<file path="config.mk">
export PLATFORM = sky130hd
export DESIGN_NAME = krq_ram
export DESIGN_NICKNAME = d
export VERILOG_FILES = /design/src/rtl/krq_ram.sv
export SDC_FILE = /design/constraint.sdc
export NUM_CORES = 1
export LEC_CHECK = 0
export BUFFER_PORTS_ARGS = -buffer_cell sky130_fd_sc_hd__buf_2
export CAP_MARGIN = 20
export CORE_MARGIN = 5
export CORE_UTILIZATION = 55
export DETAILED_ROUTE_END_ITERATION = 16
export PLACE_DENSITY_LB_ADDON = 0.3
export SYNTH_ARGS = -nofsm -noshare
export SYNTH_HDL_FRONTEND = slang
export SYNTH_SLANG_ARGS = --single-unit
</file>
<file path="constraint.sdc">
create_clock -name clk -period 2.1 [get_ports clk]
set_input_delay 0.315 -clock clk [delete_from_list [all_inputs] [get_ports clk]]
set_output_delay 0.315 -clock clk [all_outputs]
set_load 0.01 [all_outputs]
</file>
<file path="src/rtl/krq_ram.sv">
// Generic single-port-write, single-read RAM with a registered read.
module krq_ram #(
  parameter int WIDTH = 8,
  parameter int DEPTH = 16
) (
  input  logic                     clk,
  input  logic                     we,
  input  logic [$clog2(DEPTH)-1:0] waddr,
  input  logic [WIDTH-1:0]         wdata,
  input  logic [$clog2(DEPTH)-1:0] raddr,
  output logic [WIDTH-1:0]         rdata
);
  logic [WIDTH-1:0] mem [DEPTH];

  always_ff @(posedge clk) begin
    if (we) begin
      mem[waddr] <= wdata;
    end
    rdata <= mem[raddr];
  end
endmodule

</file>
==> summary.txt <==
Outcome
  • Status: finished, final reports clean

Global routing
  • Largest net degree at the start of global routing: 33
  • Vias in the first global route: 2605
  • Total GRT Usage: 18.9%
  • Initial antenna violation count: 0
  • First-pass GRT wire length: 15200 um
  • Grt total ovfl: 0

Route
  • Number of remaining DRC errors: 0
  • DR WL/cell: 23.3 um
  • Drt pass-1 iters: 4
  • Final ANT Viol Nets: 0
  • Avg Vias per Cell: 6.06
  • First DRT Iteration DRCs: 172
  • Final wirelength: 9500 um
  • Via count: 2467

Floorplanning
  • Die Span X: 107 um
  • Num rows: 35
  • Die Ht: 107 um
  • Number of I/O pins: 26
  • Total die area: 11400 um2
  • Placeable core area: 9200 um2
  • Starting Density: 56.0%

Placement
  • Placer Congestion: 0.745
  • Hpwl dp: 5770 um
  • PortBufs: 25

STA
  • Max Slew Vio Count: 0
  • Final TNS setup: 0 ns
  • Hold_ws: 0.183 ns
  • Slew Limit Headroom: 73.7%
  • Final Critical Period: 1.40 ns
  • Final period utilization: 66.7%
  • RSZ-0062 raised after global routing: false
  • Slew @ Worst Pin: 0.395 ns
  • Final setup fails: 0
  • Clock skew: 0.0129 ns
  • Final Hold Viols: 0
  • Max Freq: 714 MHz

Setup path
  • Worst-path fanout max: 1
  • R2r worst-path depth: 3
  • Cell chain of the critical path: mux4_1 -> a22oi_1 -> nand2_1
  • FF-to-FF End: rdata[0]
  • Critical R2R Launch: mem[2][0]
  • Endpoint type of the worst setup path: register
  • CP Launch Type: register
  • Critical Path RT: 2.48 ns
  • Crit path DAT: 1.78 ns
  • Slowest stage delay, CP: 0.49 ns
  • R2R Setup Slk: 0.70 ns
  • Crit path kind: reg -> reg
  • CP max-delay cell: mux4_1

Layout
  • Share of layout cells above drive strength 1: 31.8%
  • Commonest non-fill, non-tap cell in the layout: edfxtp_1
  • Fin util: 66.5%
  • Post-layout nets: 301
  • Most frequent cells in the layout: edfxtp_1, buf_2, mux4_2, buf_4
  • Footprint of the multi-input gates: 1060 um2
  • FF+latch area: 4000 um2
  • N_diodes: 0
  • Area growth from synthesis to layout: 18.8%
  • Fill cells: 565

Synth
  • Yosys warning total: 0
  • Flops & latches, synth: 136
  • Distinct cells, synth: 19
  • Post-Syn Area: 5150 um2
  • Ranking of synthesized cells by area: edfxtp_1, mux4_2, mux4_1, dfxtp_1, a22oi_1
  • Synth top area share: 74.7%
  • Syn Nets: 247
  • Average size of a mapped cell: 22.5 um2
  • Area leader, netlist: edfxtp_1
  • Seq/Total Area, Yosys: 77.8%
  • Cells after synthesis: 229

Clock network
  • Sink Count: 136
  • Post-CTS Setup Repair Bufs: 0
  • Resize count post-CTS: 0
  • H-tree Lvls: 4
  • Root buf cell: clkbuf_8
  • Clock-pin slew on the worst setup and hold paths: 0.06 ns
  • Clock buffer count from CTS: 17
  • CTS tree: done
  • Clk_lat worst skew: 0.51 ns
  • CTS max path bufs: 2
  • Hold Buf Count CTS: 0

Worst hold path
  • Worst Hold Path Cells: 1
  • Hold Startpoint: wdata[6]
  • Hold endpoint: mem[6][6]
  • Hold WC Path Type: in -> reg

Pwr
  • Maximum VDD drop: 0.000613 V
  • Switching power: 0.00130 W
  • Gate power share: 4.4%
  • Sw frac: 20.3%
  • PD cells: 1050 nW/um2
  • Pint: 0.00510 W
  • Sequential Power Share: 47.8%
  • Clock share of power: 47.8%
  • Lkg Pwr: 2.10 nW

Job
  • Max-Cap Viols: 0
## worst max-delay path, delay by kind of cell, from the launching register on
family | cells | cell delay, ns
multiplexers | 1 | 0.49
flip-flops | 1 | 0.37
AO/OA/AOI/OAI | 1 | 0.31
AND/OR/NAND/NOR | 1 | 0.10
## synth_stat cells
cell type,count
edfxtp_1,128
mux4_2,18
a22oi_1,16
mux4_1,14
nor2_1,13
nand2_1,9
dfxtp_1,8
nor3_1,4
buf_2,3
buf_6,3
clkdlybuf4s25_2,3
nand2b_1,2
nand3b_1,2
and2_1,1
and2b_1,1
buf_4,1
nand3_1,1
nor2b_1,1
or3b_2,1
## cells by family after synthesis
logic type / synth area share (%)
multiplexers: 15.0
AND/OR/NAND/NOR: 3.18
flip-flops: 77.8
AO/OA/AOI/OAI: 2.33
buffers and inverters: 1.68
## state kept, by name (all words and copies together), names as in the netlist
name	count
mem	128
rdata	8
## cell type report
class / instances / share of cell area [%]
Clock buffer: 18 / 6.83
Timing Repair Buffer: 45 / 4.91
Multi-Input combinational cell: 83 / 17.3
Sequential cell: 136 / 65.5
Clock inverter: 14 / 3.23
Tap cell: 111 / 2.27
## how the worst max path moves through the flow
stage          startpoint        end  slack, ns  depth (start not counted)
2_1_floorplan    waddr[2]  mem[0][0]       0.29                          2
3_3_place_gp     raddr[0]   rdata[0]       0.32                          5
3_5_place_dp     raddr[0]   rdata[0]       0.31                          5
4_1_cts         mem[2][0]   rdata[0]       0.70                          3
5_1_grt         mem[2][0]   rdata[0]       0.66                          3
6_report        mem[2][0]   rdata[0]       0.70                          3
## metal layers
layer	routed length (um)	global-route usage, %
met1	3810	25.2
met4	181	6.94
met3	622	5.36
met2	4880	29.9
met5	0	0
## per-stage QoR
stage / cell area, um2 / power, W / setup WS, ns / instances
after global placement: 5500 / 0.00339 / 0.322 / 375
after detailed placement: 5500 / 0.00340 / 0.313 / 375
after global routing: 6120 / 0.00659 / 0.662 / 407
after floorplan: 5150 / 0.00327 / 0.292 / 229
final: 6120 / 0.00639 / 0.698 / 407
after CTS: 6120 / 0.00644 / 0.698 / 407
## power by group through the flow
stage               combinational (W)  clock [W]  sequential (W)
floorplan                    0.000154          0         0.00311
global placement             0.000281          0         0.00311
detailed placement           0.000286          0         0.00311
CTS                          0.000289    0.00309         0.00306
global route                 0.000309    0.00323         0.00306
finish                       0.000283    0.00305         0.00305
Power figures use the tool's default switching activity.
